### src/sesm_pkg.sv
// ----------------------------------------------------------------------------
// sesm_pkg
// Shared types and constants of the speech endpoint state machine: register
// indexes, reset values, phase codes and the configuration and result bundles.
// ----------------------------------------------------------------------------
`default_nettype none

package sesm_pkg;

    localparam int unsigned POS_BITS_DEF = 24;
    localparam int unsigned SEG_W        = 24;
    localparam int unsigned CFG_DATA_W   = 32;
    localparam int unsigned CFG_IDX_W    = 3;
    localparam int unsigned ENERGY_W     = 32;
    localparam int unsigned ZCR_W        = 16;

    localparam logic [SEG_W-1:0] OUT_MAX = '1;

    typedef enum logic [CFG_IDX_W-1:0] {
        REG_ENERGY_HIGH = 3'd0,
        REG_ENERGY_LOW  = 3'd1,
        REG_ZCR_LOW     = 3'd2,
        REG_STAY_ENERGY = 3'd3,
        REG_STAY_ZCR    = 3'd4,
        REG_MIN_SILENCE = 3'd5,
        REG_MIN_VOICE   = 3'd6
    } t_reg_idx;

    localparam logic [ENERGY_W-1:0] RST_ENERGY_HIGH = 32'd655360;
    localparam logic [ENERGY_W-1:0] RST_ENERGY_LOW  = 32'd131072;
    localparam logic [ZCR_W-1:0]    RST_ZCR_LOW     = 16'd1280;
    localparam logic [ENERGY_W-1:0] RST_STAY_ENERGY = 32'd0;
    localparam logic [ZCR_W-1:0]    RST_STAY_ZCR    = 16'd0;
    localparam logic [7:0]          RST_MIN_SILENCE = 8'd6;
    localparam logic [15:0]         RST_MIN_VOICE   = 16'd15;

    typedef enum logic [3:0] {
        PH_SILENCE = 4'b0001,
        PH_TRANS   = 4'b0010,
        PH_VOICE   = 4'b0100,
        PH_OVER    = 4'b1000
    } t_phase;

    typedef struct packed {
        logic [ENERGY_W-1:0] energy_high;
        logic [ENERGY_W-1:0] energy_low;
        logic [ZCR_W-1:0]    zcr_low;
        logic [ENERGY_W-1:0] stay_energy;
        logic [ZCR_W-1:0]    stay_zcr;
        logic [7:0]          min_silence;
        logic [15:0]         min_voice;
    } t_cfg;

    typedef struct packed {
        logic [SEG_W-1:0] seg_begin;
        logic [SEG_W-1:0] seg_end;
        logic [SEG_W-1:0] seg_length;
    } t_seg;

endpackage

`default_nettype wire

### src/sesm_cfg.sv
// ----------------------------------------------------------------------------
// sesm_cfg
// Configuration register file. Writes by index; unknown indexes are ignored.
// ----------------------------------------------------------------------------
`default_nettype none

module sesm_cfg (
    input  wire logic                               i_clk,
    input  wire logic                               i_rst_n,
    input  wire logic                               i_we,
    input  wire logic [sesm_pkg::CFG_IDX_W-1:0]     i_index,
    input  wire logic [sesm_pkg::CFG_DATA_W-1:0]    i_data,
    output sesm_pkg::t_cfg                          o_cfg
);

    sesm_pkg::t_cfg r_cfg;

    always_ff @(posedge i_clk) begin
        if (!i_rst_n) begin
            r_cfg.energy_high <= sesm_pkg::RST_ENERGY_HIGH;
            r_cfg.energy_low  <= sesm_pkg::RST_ENERGY_LOW;
            r_cfg.zcr_low     <= sesm_pkg::RST_ZCR_LOW;
            r_cfg.stay_energy <= sesm_pkg::RST_STAY_ENERGY;
            r_cfg.stay_zcr    <= sesm_pkg::RST_STAY_ZCR;
            r_cfg.min_silence <= sesm_pkg::RST_MIN_SILENCE;
            r_cfg.min_voice   <= sesm_pkg::RST_MIN_VOICE;
        end else if (i_we) begin
            unique case (i_index)
                sesm_pkg::REG_ENERGY_HIGH: r_cfg.energy_high <= i_data;
                sesm_pkg::REG_ENERGY_LOW:  r_cfg.energy_low  <= i_data;
                sesm_pkg::REG_ZCR_LOW:     r_cfg.zcr_low     <= i_data[15:0];
                sesm_pkg::REG_STAY_ENERGY: r_cfg.stay_energy <= i_data;
                sesm_pkg::REG_STAY_ZCR:    r_cfg.stay_zcr    <= i_data[15:0];
                sesm_pkg::REG_MIN_SILENCE: r_cfg.min_silence <= i_data[7:0];
                sesm_pkg::REG_MIN_VOICE:   r_cfg.min_voice   <= i_data[15:0];
                default: begin
                end
            endcase
        end
    end

    assign o_cfg = r_cfg;

endmodule

`default_nettype wire

### src/sesm_fsm.sv
// ----------------------------------------------------------------------------
// sesm_fsm
// Endpoint state machine with position, voice and silence counters. Updates
// once per advanced item and flags a segment when the item meets the
// segment-over phase.
// ----------------------------------------------------------------------------
`default_nettype none

module sesm_fsm #(
    parameter int unsigned POS_BITS = sesm_pkg::POS_BITS_DEF
) (
    input  wire logic                               i_clk,
    input  wire logic                               i_rst_n,
    input  wire logic                               i_advance,
    input  wire logic [sesm_pkg::ENERGY_W-1:0]      i_energy,
    input  wire logic [sesm_pkg::ZCR_W-1:0]         i_zcr,
    input  wire sesm_pkg::t_cfg                     i_cfg,
    output logic                                    o_emit,
    output sesm_pkg::t_seg                          o_seg
);

    localparam int unsigned CMP_W = (POS_BITS > 16) ? POS_BITS : 16;
    localparam int unsigned EXT_W = (POS_BITS > sesm_pkg::SEG_W) ? POS_BITS : sesm_pkg::SEG_W;

    sesm_pkg::t_phase    r_phase, n_phase;
    logic [POS_BITS-1:0] r_position, n_position;
    logic [POS_BITS-1:0] r_voice_len, n_voice_len;
    logic [POS_BITS-1:0] r_silence_len, n_silence_len;
    logic [POS_BITS-1:0] r_start_pos, n_start_pos;
    logic [POS_BITS-1:0] r_stop_pos, n_stop_pos;

    logic [POS_BITS-1:0] w_pos_inc, w_voice_inc, w_sil_inc;
    logic [POS_BITS:0]   w_begin_diff, w_end_sum;
    logic [POS_BITS-1:0] w_begin, w_end;
    logic                w_hi, w_lo, w_stay;
    logic [EXT_W-1:0]    w_ext_begin, w_ext_end, w_ext_len;

    assign w_pos_inc   = (r_position == '1) ? r_position : r_position + 1'b1;
    assign w_voice_inc = (r_voice_len == '1) ? r_voice_len : r_voice_len + 1'b1;
    assign w_sil_inc   = (r_silence_len == '1) ? r_silence_len : r_silence_len + 1'b1;

    assign w_begin_diff = {1'b0, r_position} - {1'b0, r_voice_len} - 1'b1;
    assign w_begin      = w_begin_diff[POS_BITS] ? '0 : w_begin_diff[POS_BITS-1:0];
    assign w_end_sum    = {1'b0, r_start_pos} + {1'b0, r_voice_len};
    assign w_end        = w_end_sum[POS_BITS] ? '1 : w_end_sum[POS_BITS-1:0];

    assign w_hi   = i_energy > i_cfg.energy_high;
    assign w_lo   = (i_energy > i_cfg.energy_low) || (i_zcr > i_cfg.zcr_low);
    assign w_stay = (i_energy > i_cfg.stay_energy) || (i_zcr > i_cfg.stay_zcr);

    always_comb begin
        n_phase       = r_phase;
        n_voice_len   = r_voice_len;
        n_silence_len = r_silence_len;
        n_start_pos   = r_start_pos;
        n_stop_pos    = r_stop_pos;
        n_position    = w_pos_inc;
        unique case (r_phase)
            sesm_pkg::PH_SILENCE, sesm_pkg::PH_TRANS: begin
                if (w_hi) begin
                    n_start_pos   = w_begin;
                    n_phase       = sesm_pkg::PH_VOICE;
                    n_voice_len   = w_voice_inc;
                    n_silence_len = '0;
                end else if (w_lo) begin
                    n_phase     = sesm_pkg::PH_TRANS;
                    n_voice_len = w_voice_inc;
                end else begin
                    n_phase     = sesm_pkg::PH_SILENCE;
                    n_voice_len = '0;
                end
            end
            sesm_pkg::PH_VOICE: begin
                if (w_stay) begin
                    n_voice_len = w_voice_inc;
                end else begin
                    n_silence_len = w_sil_inc;
                    if (CMP_W'(w_sil_inc) < CMP_W'(i_cfg.min_silence)) begin
                        n_voice_len = w_voice_inc;
                    end else if (CMP_W'(r_voice_len) < CMP_W'(i_cfg.min_voice)) begin
                        n_phase       = sesm_pkg::PH_SILENCE;
                        n_silence_len = '0;
                        n_voice_len   = '0;
                    end else begin
                        n_phase    = sesm_pkg::PH_OVER;
                        n_stop_pos = w_end;
                    end
                end
            end
            sesm_pkg::PH_OVER: begin
                n_phase       = sesm_pkg::PH_SILENCE;
                n_voice_len   = '0;
                n_silence_len = '0;
            end
            default: begin
                n_phase = sesm_pkg::PH_SILENCE;
            end
        endcase
    end

    always_ff @(posedge i_clk) begin
        if (!i_rst_n) begin
            r_phase       <= sesm_pkg::PH_SILENCE;
            r_position    <= '0;
            r_voice_len   <= '0;
            r_silence_len <= '0;
            r_start_pos   <= '0;
            r_stop_pos    <= '0;
        end else if (i_advance) begin
            r_phase       <= n_phase;
            r_position    <= n_position;
            r_voice_len   <= n_voice_len;
            r_silence_len <= n_silence_len;
            r_start_pos   <= n_start_pos;
            r_stop_pos    <= n_stop_pos;
        end
    end

    assign w_ext_begin = EXT_W'(r_start_pos);
    assign w_ext_end   = EXT_W'(r_stop_pos);
    assign w_ext_len   = EXT_W'(r_voice_len);

    assign o_emit = (r_phase == sesm_pkg::PH_OVER);
    assign o_seg.seg_begin  = (w_ext_begin > EXT_W'(sesm_pkg::OUT_MAX)) ?
                              sesm_pkg::OUT_MAX : w_ext_begin[sesm_pkg::SEG_W-1:0];
    assign o_seg.seg_end    = (w_ext_end > EXT_W'(sesm_pkg::OUT_MAX)) ?
                              sesm_pkg::OUT_MAX : w_ext_end[sesm_pkg::SEG_W-1:0];
    assign o_seg.seg_length = (w_ext_len > EXT_W'(sesm_pkg::OUT_MAX)) ?
                              sesm_pkg::OUT_MAX : w_ext_len[sesm_pkg::SEG_W-1:0];

endmodule

`default_nettype wire

### src/speech_endpoint_state_machine.sv
// ----------------------------------------------------------------------------
// speech_endpoint_state_machine
// Double-threshold speech endpoint detector: takes one energy/ZCR item per
// analysis position and reports begin, end and length of each voice segment.
//
//   Channel   Direction  Handshake                 Payload
//   input     in         i_in_valid / o_in_stall   i_frame_energy, i_frame_zcr
//   output    out        o_out_valid / i_out_stall o_seg_begin, o_seg_end, o_seg_length
//   config    in         i_cfg_we                  i_cfg_index, i_cfg_data
//
// An item is taken into an input register and processed as the state machine
// advances, so one item per cycle is sustained unless the result register is
// stalled; a segment is presented on the output once the item that follows
// its end has left the input register. The result register loads in the
// same cycle as the state update. Reset is synchronous and clears the phase,
// counters and both valid flags. An item that yields a segment waits in the
// input register while the result register is stalled.
// ----------------------------------------------------------------------------
`default_nettype none

module speech_endpoint_state_machine #(
    parameter int unsigned POS_BITS = sesm_pkg::POS_BITS_DEF
) (
    input  wire logic                               i_clk,
    input  wire logic                               i_rst_n,
    input  wire logic                               i_cfg_we,
    input  wire logic [sesm_pkg::CFG_IDX_W-1:0]     i_cfg_index,
    input  wire logic [sesm_pkg::CFG_DATA_W-1:0]    i_cfg_data,
    input  wire logic                               i_in_valid,
    output logic                                    o_in_stall,
    input  wire logic [sesm_pkg::ENERGY_W-1:0]      i_frame_energy,
    input  wire logic [sesm_pkg::ZCR_W-1:0]         i_frame_zcr,
    output logic                                    o_out_valid,
    input  wire logic                               i_out_stall,
    output logic [sesm_pkg::SEG_W-1:0]              o_seg_begin,
    output logic [sesm_pkg::SEG_W-1:0]              o_seg_end,
    output logic [sesm_pkg::SEG_W-1:0]              o_seg_length
);

    sesm_pkg::t_cfg w_cfg;
    sesm_pkg::t_seg w_seg, r_seg;

    logic                          r_in_valid;
    logic [sesm_pkg::ENERGY_W-1:0] r_energy;
    logic [sesm_pkg::ZCR_W-1:0]    r_zcr;
    logic                          r_out_valid;
    logic                          w_emit, w_out_free, w_advance, w_accept;

    sesm_cfg u_cfg (
        .i_clk   (i_clk),
        .i_rst_n (i_rst_n),
        .i_we    (i_cfg_we),
        .i_index (i_cfg_index),
        .i_data  (i_cfg_data),
        .o_cfg   (w_cfg)
    );

    sesm_fsm #(
        .POS_BITS (POS_BITS)
    ) u_fsm (
        .i_clk     (i_clk),
        .i_rst_n   (i_rst_n),
        .i_advance (w_advance),
        .i_energy  (r_energy),
        .i_zcr     (r_zcr),
        .i_cfg     (w_cfg),
        .o_emit    (w_emit),
        .o_seg     (w_seg)
    );

    assign w_out_free = !r_out_valid || !i_out_stall;
    assign w_advance  = r_in_valid && (!w_emit || w_out_free);
    assign o_in_stall = r_in_valid && !w_advance;
    assign w_accept   = i_in_valid && !o_in_stall;

    always_ff @(posedge i_clk) begin
        if (!i_rst_n) begin
            r_in_valid <= 1'b0;
        end else if (w_accept) begin
            r_in_valid <= 1'b1;
        end else if (w_advance) begin
            r_in_valid <= 1'b0;
        end
    end

    always_ff @(posedge i_clk) begin
        if (w_accept) begin
            r_energy <= i_frame_energy;
            r_zcr    <= i_frame_zcr;
        end
    end

    always_ff @(posedge i_clk) begin
        if (!i_rst_n) begin
            r_out_valid <= 1'b0;
        end else if (w_advance && w_emit) begin
            r_out_valid <= 1'b1;
        end else if (!i_out_stall) begin
            r_out_valid <= 1'b0;
        end
    end

    always_ff @(posedge i_clk) begin
        if (w_advance && w_emit) begin
            r_seg <= w_seg;
        end
    end

    assign o_out_valid  = r_out_valid;
    assign o_seg_begin  = r_seg.seg_begin;
    assign o_seg_end    = r_seg.seg_end;
    assign o_seg_length = r_seg.seg_length;

endmodule

`default_nettype wire

### config.mk
export PLATFORM = sky130hd
export DESIGN_NAME = speech_endpoint_state_machine
export DESIGN_NICKNAME = d
export VERILOG_FILES = /design/src/sesm_pkg.sv /design/src/sesm_cfg.sv /design/src/sesm_fsm.sv /design/src/speech_endpoint_state_machine.sv
export SDC_FILE = /design/constraint.sdc
export NUM_CORES = 1
export LEC_CHECK = 0
export BUFFER_PORTS_ARGS = -buffer_cell sky130_fd_sc_hd__buf_4
export CAP_MARGIN = 0
export CORE_ASPECT_RATIO = 0.7
export CORE_MARGIN = 2
export CORE_UTILIZATION = 55
export CTS_CLUSTER_DIAMETER = 50
export DETAILED_ROUTE_END_ITERATION = 16
export GPL_ROUTABILITY_DRIVEN = 0
export PLACE_DENSITY = 0.74
export RECOVER_POWER = 25
export SETUP_SLACK_MARGIN = 0.1
export SYNTH_ARGS = -nofsm -noshare
export SYNTH_HDL_FRONTEND = slang
export SYNTH_SLANG_ARGS = --single-unit
export TNS_END_PERCENT = 1
### constraint.sdc
create_clock -name i_clk -period 4.95 [get_ports i_clk]
set_input_delay 0.7425 -clock i_clk [delete_from_list [all_inputs] [get_ports i_clk]]
set_output_delay 0.7425 -clock i_clk [all_outputs]
set_load 0.02 [all_outputs]
=== Word level (Yosys, flattened, before mapping) ===
Cells that the tools add are included.

* $add $sub $neg: 6
* Multipliers: 0
* Divide/modulo/power cells: 0
* Order comparisons: 10
* Eq/ne operators: 18
* Shift operators: 0
* Mux-type cells: 25
* Bitwise gates (word level): 4
* Reduce and logical (&&, ||, !) cells: 30

{| class="wikitable"
|+ Operators with widths
! cell !! count
|-
| $mux W24 || 13
|-
| $pmux W24 S3 || 2
|-
| $gt A32 B32 Y1 || 3
|-
| $add A24 B1 Y24 const B || 3
|-
| $eq A24 B24 Y1 const B || 3
|-
| $gt A24 B24 Y1 const B || 3
|-
| $gt A16 B16 Y1 || 2
|-
| $add A24 B24 Y25 || 1
|-
| $sub A24 B24 Y25 || 1
|-
| $sub A25 B1 Y25 const B || 1
|-
| $lt A24 B16 Y1 || 1
|-
| $lt A24 B8 Y1 || 1
|-
| $mux W4 || 4
|-
| $reduce_and A2 Y1 || 8
|-
| $eq A3 B3 Y1 const B || 3
|-
| $reduce_and A3 Y1 || 3
|-
| $pmux W4 S2 || 1
|-
| $eq A3 B2 Y1 const B || 2
|-
| $logic_not A1 Y1 || 5
|-
| $reduce_and A5 Y1 || 1
|-
| $eq A4 B1 Y1 const B || 1
|-
| $eq A4 B2 Y1 const B || 1
|-
| $eq A4 B3 Y1 const B || 1
|-
| $eq A4 B4 Y1 const B || 1
|-
| 14 further kinds || 28
|}

* Bits in registers: 398
* Latch bits: 0
* Memory bits (writable): 0
* ROM bits: 0
* Output and inout port bits: 74
* Logic and storage cells: 113
* Memories kept: 0

=== Depth between registers and ports, before layout ===
Gate-level depths: netlist (run 1).

* Depth after elaboration: 9
* Mapped depth: 21
* Depth with buffers taken out: 17

=== Hierarchy ===
From an unflattened synthesis (run 1), not the netlist that was laid out.

* Cells, all modules: 2332
* Area, all modules: 22008.6 um2

{| class="wikitable"
|+ By module, submodules not included
! module !! times used !! cells each !! area each (um2) !! sequential area each (um2)
|-
| sesm_fsm || 1 || 1655 || 12610.8 || 2482.4
|-
| sesm_cfg || 1 || 546 || 5699.2 || 3042.9
|-
| speech_endpoint_state_machine || 1 || 131 || 3698.5 || 3643.5
|}

=== Least setup slack after synthesis (run 1) ===
OpenSTA, ideal clock, no wires.

* Kind: input to register
* Start point: input port i_out_stall
* End point: register r_seg (netlist bit o_seg_begin[0]), enable pin
* Setup time: 503 ps
* Arrival: 4082 ps
* Slack: 365 ps
* Stages: 3
* Cell sequence: nand2_1 o21ai_0 nor2_1

* Cells in the longest elaborated chain, start to end: 5

{| class="wikitable"
|+ RTL lines
! item !! RTL line !! text
|-
| start, declared || speech_endpoint_state_machine.sv:34 || <nowiki>input wire logic i_out_stall,</nowiki>
|-
| $logic_not A1 Y1 || - ||
|-
| $logic_or A1 B1 Y1 || speech_endpoint_state_machine.sv:71 || <nowiki>assign w_out_free = !r_out_valid || !i_out_stall;</nowiki>
|-
| $logic_or A1 B1 Y1 || speech_endpoint_state_machine.sv:72 || <nowiki>assign w_advance = r_in_valid && (!w_emit || w_out_free);</nowiki>
|-
| $logic_and A1 B1 Y1 || speech_endpoint_state_machine.sv:72 ||
|-
| $logic_and A1 B1 Y1 || speech_endpoint_state_machine.sv:104 || <nowiki>if (w_advance && w_emit) begin</nowiki>
|-
| end signal, assigned || speech_endpoint_state_machine.sv:105 || <nowiki>r_seg <= w_seg;</nowiki>
|-
| end, declared || speech_endpoint_state_machine.sv:41 || <nowiki>sesm_pkg::t_seg w_seg, r_seg;</nowiki>
|}

Every way passes these cells.
A chain may end at the register's enable or synchronous reset.

=== Final worst setup path (run 1) ===
* Start point: register u_fsm.r_silence_len[0]
* End point: register u_fsm.r_voice_len[9]

* Cells in the longest elaborated chain, start to end: 6
* Elaborated cells between the ends (all ways): 9
* Those cells by class: 1 x add/sub; 1 x order compare; 2 x eq/ne; 4 x mux; 1 x reduce/logical

{| class="wikitable"
|+ RTL lines
! item !! RTL line !! text
|-
| start, declared || sesm_fsm.sv:28 || <nowiki>logic [POS_BITS-1:0] r_silence_len, n_silence_len;</nowiki>
|-
| start signal, assigned || sesm_fsm.sv:113 || <nowiki>r_silence_len <= n_silence_len;</nowiki>
|-
| $add A24 B1 Y24 / $eq A24 B24 Y1 (equally long branches) || sesm_fsm.sv:40 || <nowiki>assign w_sil_inc = (r_silence_len == '1) ? r_silence_len : r_silence_len + 1'b1;</nowiki>
|-
| $mux W24 * || sesm_fsm.sv:40 ||
|-
| $lt A24 B8 Y1 * || sesm_fsm.sv:78 || <nowiki>if (CMP_W'(w_sil_inc) < CMP_W'(i_cfg.min_silence)) begin</nowiki>
|-
| $mux W24 || sesm_fsm.sv:78 ||
|-
| $mux W24 || sesm_fsm.sv:74 || <nowiki>if (w_stay) begin</nowiki>
|-
| $pmux W24 S3 || sesm_fsm.sv:58 || <nowiki>unique case (r_phase)</nowiki>
|-
| end signal, assigned || sesm_fsm.sv:112 || <nowiki>r_voice_len <= n_voice_len;</nowiki>
|-
| end, declared || sesm_fsm.sv:27 || <nowiki>logic [POS_BITS-1:0] r_voice_len, n_voice_len;</nowiki>
|}

Every way passes the cells marked *; elsewhere a longest branch is shown, timed or not.

==> results of run 1 <==
-- stage by stage --
| stage | std cells | setup slack (ps) | total power, mW |
|---|---|---|---|
| finish | 3088 | 382 | 7.53 |
| global route | 3086 | 128 | 7.77 |
| CTS | 3086 | 347 | 7.56 |
| detailed placement | 3009 | 379 | 4.21 |
| global placement | 3009 | 517 | 4.18 |
| floorplan | 2470 | 365 | 3.95 |
-- flip-flops by register name, summed over array words and instances (netlist names), 4 cells and up --
name                 count
u_fsm.r_start_pos       24
u_fsm.r_stop_pos        24
o_seg_length            24
r_energy                32
u_fsm.r_phase            4
u_fsm.r_position        24
u_fsm.r_voice_len       24
r_zcr                   16
o_seg_begin             24
u_fsm.r_silence_len     24
o_seg_end               24
u_cfg.o_cfg            152
-- Yosys cell counts, drive strengths merged, types with 6 or more instances --
master	count
o2bb2ai	7
o21ai	84
nand4	41
nand2b	20
a21oi	278
buf	13
clkbuf	160
a211oi	16
a22oi	18
nand3	61
a21o	46
inv	210
xnor2	34
edfxtp	120
o21a	28
nor2	100
o211ai	18
o21bai	9
or4	10
or3	20
nor2b	15
o31ai	26
nand3b	10
a32oi	26
xor2	29
nor3	46
and3	25
and2	10
a211o	6
nor3b	7
ha	201
nor4	19
and4	12
nand2	390
or2	6
dfxtp	278
-- critical path, cell delays in order, from the launching register on --
cell	delay [ps]
dfxtp_1	400
ha_1	240
nand2_1	140
nor3_2	310
nand3_1	190
nand2b_1	140
nor2_1	60
xor2_1	180
ha_1	280
a21oi_1	160
nor2b_1	60
o21ai_0	170
nand3_1	100
or4_1	490
nor4_2	300
a311o_2	170
or3b_1	570
buf_4	270
o31ai_2	230
-- power by group --
| group | total, mW | switching (mW) | internal, mW |
|---|---|---|---|
| Combinational | 0.669 | 0.408 | 0.260 |
| Sequential | 3.49 | 0.0669 | 3.42 |
| Clock | 3.37 | 1.34 | 2.03 |
| Total | 7.53 | 1.82 | 5.71 |
-- layer usage --
| layer | up-vias | wire length [um] |
|---|---|---|
| li1 | 8777 | - |
| met1 | 8858 | 27500 |
| met2 | 784 | 25700 |
| met3 | 108 | 6060 |
| met4 | 0 | 1110 |
| met5 | - | 0 |
-- kinds of logic after synthesis --
group	after synthesis	synth area share (%)
multiplexers	6	0.285
flip-flops	398	42.6
adder cells (fa/ha/maj)	203	11.9
XOR/XNOR	63	2.56
AND/OR/NAND/NOR	797	17.4
AO/OA/AOI/OAI	620	18.5
buffers and inverters	383	6.81
-- worst max path at each step --
stage | from | to | slack [ps]
2_1_floorplan | i_out_stall | o_seg_begin[0] | 370
3_3_place_gp | u_fsm.r_silence_len[0] | u_fsm.r_voice_len[9] | 520
3_5_place_dp | u_fsm.r_silence_len[0] | u_fsm.r_voice_len[9] | 380
4_1_cts | u_fsm.r_silence_len[0] | u_fsm.r_voice_len[9] | 350
5_1_grt | u_fsm.r_silence_len[0] | u_fsm.r_voice_len[23] | 130
6_report | u_fsm.r_silence_len[0] | u_fsm.r_voice_len[9] | 380
-- layout make-up --
type                    count  area (sq um)
diodes                      2          5.00
clock buffers              62          1290
multi-input cells        1689         10900
clock inverters            15           189
well taps                 527           659
repair buffers            185          1370
inverters                 210           793
fillers                  3140         14100
flip-flops and latches    398          9170
==> run metrics, run 1 <==
status=finished, violations left; failing checks=max-capacitance violations, max-slew violations; htree depth=2; CTS Buffer Depth=3; Placement Cell Area=~23,000 sq um; mapped cell area=21,500 sq um; WHS=378 ps; first-pass GRT wire length=94.2 mm; Hold Crit Class=in2reg; Yosys cell types=80; hold depth=1; Leak Pwr=roughly 9.2 nW; first drt pass iteration count=6; antenna violations before repair=0; die area=between 40,000 and 50,000 sq um; Post-DP HPWL=approximately 43 mm; Slew Limit Fails=between 200 and 300; Worst R2R Start=u_fsm.r_silence_len[0]; met3 GRT Util=about 6.7%; share of layout cells above drive strength 1=11.7%; total global-route track usage=between 20% and 30%; Worst Skew=between 20 and 25 ps; Max-slew headroom=-118%; Post-synth EDFFs=120; Port-buffer cells=about 160; Rows=60; setup repair bufs after CTS=0; r2r setup slk=between 300 and 400 ps; insertion delay to the later sink of the worst-skew pair=~560 ps; met2 usage=43.3%; worst slew pin tran=between 3000 and 4000 ps; Period minus WS final=4570 ps; NumNets Final=~2,800; setup TNS=0 ps; commonest cells after routing, fill and taps aside=nand2_1 (390), a21oi_1 (278), dfxtp_1 (278); Starting Density=~56%; Finished Cell Area=24,400 sq um; Die Wd=between 200 and 250 um; cts repair resizes=0; post-layout util=around 63%; period utilization=roughly 92%; Num CTS Buffers=42; Reg-to-Reg End=u_fsm.r_voice_len[9]; # clock sinks=between 300 and 400; GR peak layer=met1; Hold Vio Cnt, Final=0; Worst Min Path Start=i_frame_energy[29]; fmax=between 200 and 250 MHz; Seq/Total Area, Yosys=between 40% and 50%; most common cell after layout, fill and taps aside=nand2_1; hold_buf cts=0; Seq cells post-synth=about 400; largest net degree at the start of global routing=around 160; area grow syn2layout=13.5%; RSZ-0062 raised after global routing=no; area leader, netlist=dfxtp_1; Die Height=169 um; Yosys top cell area share=about 26%; CP Max Fanout=11; Synth Flop Type=dfxtp_1; Syn Area/Cell=8.71 sq um; max cap viols=2; Worst-path clk slew=60 ps; CTS Root Cell=clkbuf_16; vias in the first global route=between 15,000 and 20,000; crit path kind=reg2reg; net count after synthesis=approximately 2,800; WHS Endpoint=r_energy[29]; Synth async-reset ratio=0%; R2R depth=18; drt first-iter violations=~2,000; # DRC=0; VDD IR-drop max=255 uV; CTS tree=done; synthesized instance count=2,470; crit path DAT=between 5000 and 6000 ps; CP endpoint kind=flip-flop; final wirelength=60.3 mm; number of top-level pins=around 160; startpoint types=flip-flop; routed len/inst=between 15 and 20 um; grt total ovfl=0; PwrDens=308 nW/um^2; Worst EP required=between 5000 and 6000 ps; GRT met1 Usage=between 40% and 50%; count of final setup violators=0; synth warn=0; top cells by area, synth=dfxtp_1 (26%), edfxtp_1 (17%), ha_1 (12%); core area=between 30,000 and 40,000 sq um; post-route ant nets=0; via count=18,500; vias per cell=around 6.0
(Power assumes the default switching activity.)
==> run 2: changes to the inputs <==
--- a/config.mk
+++ b/config.mk
@@ -7,13 +7,15 @@
 export LEC_CHECK = 0
 export BUFFER_PORTS_ARGS = -buffer_cell sky130_fd_sc_hd__buf_4
 export CAP_MARGIN = 0
+export CELL_PAD_IN_SITES_DETAIL_PLACEMENT = 0
+export CELL_PAD_IN_SITES_GLOBAL_PLACEMENT = 1
 export CORE_ASPECT_RATIO = 0.7
 export CORE_MARGIN = 2
-export CORE_UTILIZATION = 55
+export CORE_UTILIZATION = 47
 export CTS_CLUSTER_DIAMETER = 50
 export DETAILED_ROUTE_END_ITERATION = 16
 export GPL_ROUTABILITY_DRIVEN = 0
-export PLACE_DENSITY = 0.74
+export PLACE_DENSITY_LB_ADDON = 0.1
 export RECOVER_POWER = 25
 export SETUP_SLACK_MARGIN = 0.1
 export SYNTH_ARGS = -nofsm -noshare
==> run 2 against run 1 <==
The run still ends with max-capacitance violations, max-slew violations left. Via count decreased by 2.0%. First-iteration DRC count down 18%. Critical path depth is the same. Critical endpoint is now u_fsm.r_voice_len[10]. Largest cell class unchanged. Highest routed layer unchanged.
==> run metrics, run 2 (synthesis results as in run 1) <==
top routing layer used=met4 (unchanged); most common cell after layout, fill and taps aside=nand2_1 (unchanged); r2r setup slk=360 ps (was 380 ps); Worst Skew=17.6 ps (was 23.8 ps); area grow syn2layout=14.6% (was 13.5%); WHS Endpoint=r_zcr[11] (was r_energy[29]); CP Max Fanout=24 (was 11); CTS Buffer Depth=3 (unchanged); first-pass GRT wire length=97.3 mm (was 94.2 mm); # clock sinks=398 (unchanged); Multi-input gate area=11,000 sq um (was 10,900 sq um); setup TNS=0 ps (unchanged); crit path DAT=5040 ps (was 5030 ps); PwrDens=309 nW/um^2 (was 308 nW/um^2); met1 WL=32.1 mm (was 27.5 mm); Hold Crit Class=in2reg (unchanged); Worst-path clk slew=60 ps (about the same); fmax=218 MHz (was 219 MHz); Leak Pwr=9.23 nW (was 9.17 nW); startpoint types=flip-flop (unchanged); number of flip-flops in the largest register=152 (unchanged); RSZ-0062 raised after global routing=no (unchanged); Rows=65 (was 60); Hold Vio Cnt, Final=0 (unchanged); CP endpoint kind=flip-flop (unchanged); die area=47,500 sq um (was 40,800 sq um); Reg-to-Reg End=u_fsm.r_voice_len[10] (was u_fsm.r_voice_len[9]); total global-route track usage=26.2% (was 29.3%); post-route ant nets=0 (unchanged); via count=18,200 (was 18,500); Starting Density=47.7% (was 55.9%); drt first-iter violations=1,652 (was 2,020); antenna violations before repair=0 (unchanged); met3 wire length=4.97 mm (was 6.06 mm); worst slew pin tran=2070 ps (was 3270 ps); NumNets Final=2,829 (was 2,817); share of layout cells above drive strength 1=12.0% (was 11.7%); Port-buffer cells=161 (unchanged); # DRC=0 (unchanged); count of final setup violators=0 (unchanged); fillers=4,125 (was 3,140); Num CTS Buffers=45 (was 42); status=finished, violations left (unchanged); htree depth=2 (unchanged); core area=45,100 sq um (was 38,500 sq um); vias per cell=5.71 (was 6.00); failing checks=max-capacitance violations, max-slew violations (unchanged); hold depth=1 (unchanged); Worst Min Path Start=i_frame_zcr[11] (was i_frame_energy[29]); vias in the first global route=16,800 (was 17,400); grt total ovfl=0 (unchanged); Die Wd=260 um (was 240 um); commonest cells after routing, fill and taps aside=nand2_1 (390), a21oi_1 (278), dfxtp_1 (278) (unchanged); met2 wire len=24.9 mm (was 25.7 mm); setup repair bufs after CTS=0 (unchanged); first drt pass iteration count=6 (unchanged); number of top-level pins=162 (unchanged); Max-slew headroom=-38.2% (was -118%); antenna diode count=0 (was 2); Worst EP required=5400 ps (was 5410 ps); crit path kind=reg2reg (unchanged); period utilization=92.7% (was 92.3%); R2R depth=18 (unchanged); routed len/inst=19.8 um (was 19.5 um); insertion delay to the later sink of the worst-skew pair=570 ps (was 560 ps); max cap viols=1 (was 2); Slew Limit Fails=99 (was 254); CTS Root Cell=clkbuf_16 (unchanged); largest net degree at the start of global routing=122 (was 155); Die Height=183 um (was 169 um); VDD IR-drop max=293 uV (was 255 uV); CTS tree=done (unchanged); Period minus WS final=4590 ps (was 4570 ps); Worst R2R Start=u_fsm.r_silence_len[0] (unchanged); post-layout util=54.6% (was 63.4%); Post-DP HPWL=45.5 mm (was 43.0 mm); FF+latch area=9170 sq um (unchanged); final wirelength=62.8 mm (was 60.3 mm)
==> run 2: cell count changes in the layout (fill, tap and decap cells not counted), moves of 2 or more <==
cell and change:
clkbuf_4 -2, clkinvlp_4 +4, diode_2 -2, nor3_2 -2, buf_4 +3, nor3_4 +2, clkbuf_1 +9, clkinv_2 -2
==> run 2: worst max path at each step <==
stage	startpoint	to	slack, ps	cells after the start
detailed placement	u_fsm.r_silence_len[0]	u_fsm.r_silence_len[10]	150	17
finish	u_fsm.r_silence_len[0]	u_fsm.r_voice_len[10]	360	18
floorplan	i_out_stall	o_seg_begin[0]	370	3
global route	u_fsm.r_silence_len[9]	u_fsm.r_voice_len[10]	140	17
global placement	u_fsm.r_silence_len[0]	u_fsm.r_voice_len[19]	400	18
CTS	u_fsm.r_silence_len[0]	u_fsm.r_silence_len[3]	100	17
==> run 2: area by class of cell <==
| cell class | instances | share of cell area [%] |
|---|---|---|
| well taps | 603 | 3.06 |
| clock buffers | 64 | 5.36 |
| multi-input cells | 1689 | 44.6 |
| inverters | 210 | 3.22 |
| clock inverters | 19 | 0.852 |
| flip-flops and latches | 398 | 37.2 |
| repair buffers | 194 | 5.78 |
==> run 2: metrics by stage <==
step	hold slack (ps)	area [sq um]	cells	setup slack (ps)	power, mW
final	368	24700	3177	364	7.62
after global routing	350	24700	3177	137	7.90
after CTS	328	24700	3177	104	7.67
after detailed placement	408	23100	3094	155	4.23
after global placement	415	23100	3094	400	4.21
after floorplan	436	21500	2470	365	3.95
==> run 2: what timing repair did <==
action | CTS | global route
hold buffers | 0 | 0
gates resized for setup | 0 | 9
endpoints found under the hold margin | 0 | 0
setup endpoints to repair | 0 | 51
==> run 2: critical path: stages (launching register included) <==
cell	delay [ps]
dfxtp_1	410
ha_1	240
nand2_1	170
nor3_4	280
nand3_2	160
buf_4	180
nand2_1	90
nor2_1	60
xor2_1	190
ha_1	280
nor2b_1	130
o21ai_0	220
nand3_1	100
or4_1	510
nor4_2	310
a311o_2	180
or3b_1	330
buf_4	260
o41ai_1	370
==> run 2: report_power, final <==
group / internal (mW) / switching, mW / leakage, nW
sequential: 3.42 / 0.0646 / 3.31
clock: 2.03 / 1.43 / 0.738
combinational: 0.261 / 0.415 / 5.19
total: 5.72 / 1.90 / 9.23
==> run 2: per-layer routing <==
| metal | global-route usage, % | vias to the layer above |
|---|---|---|
| met2 | 36.2 | 590 |
| li1 | - | 8812 |
| met1 | 41.4 | 8679 |
| met4 | 4.83 | 0 |
| met3 | 5.53 | 74 |
| met5 | 0 | - |
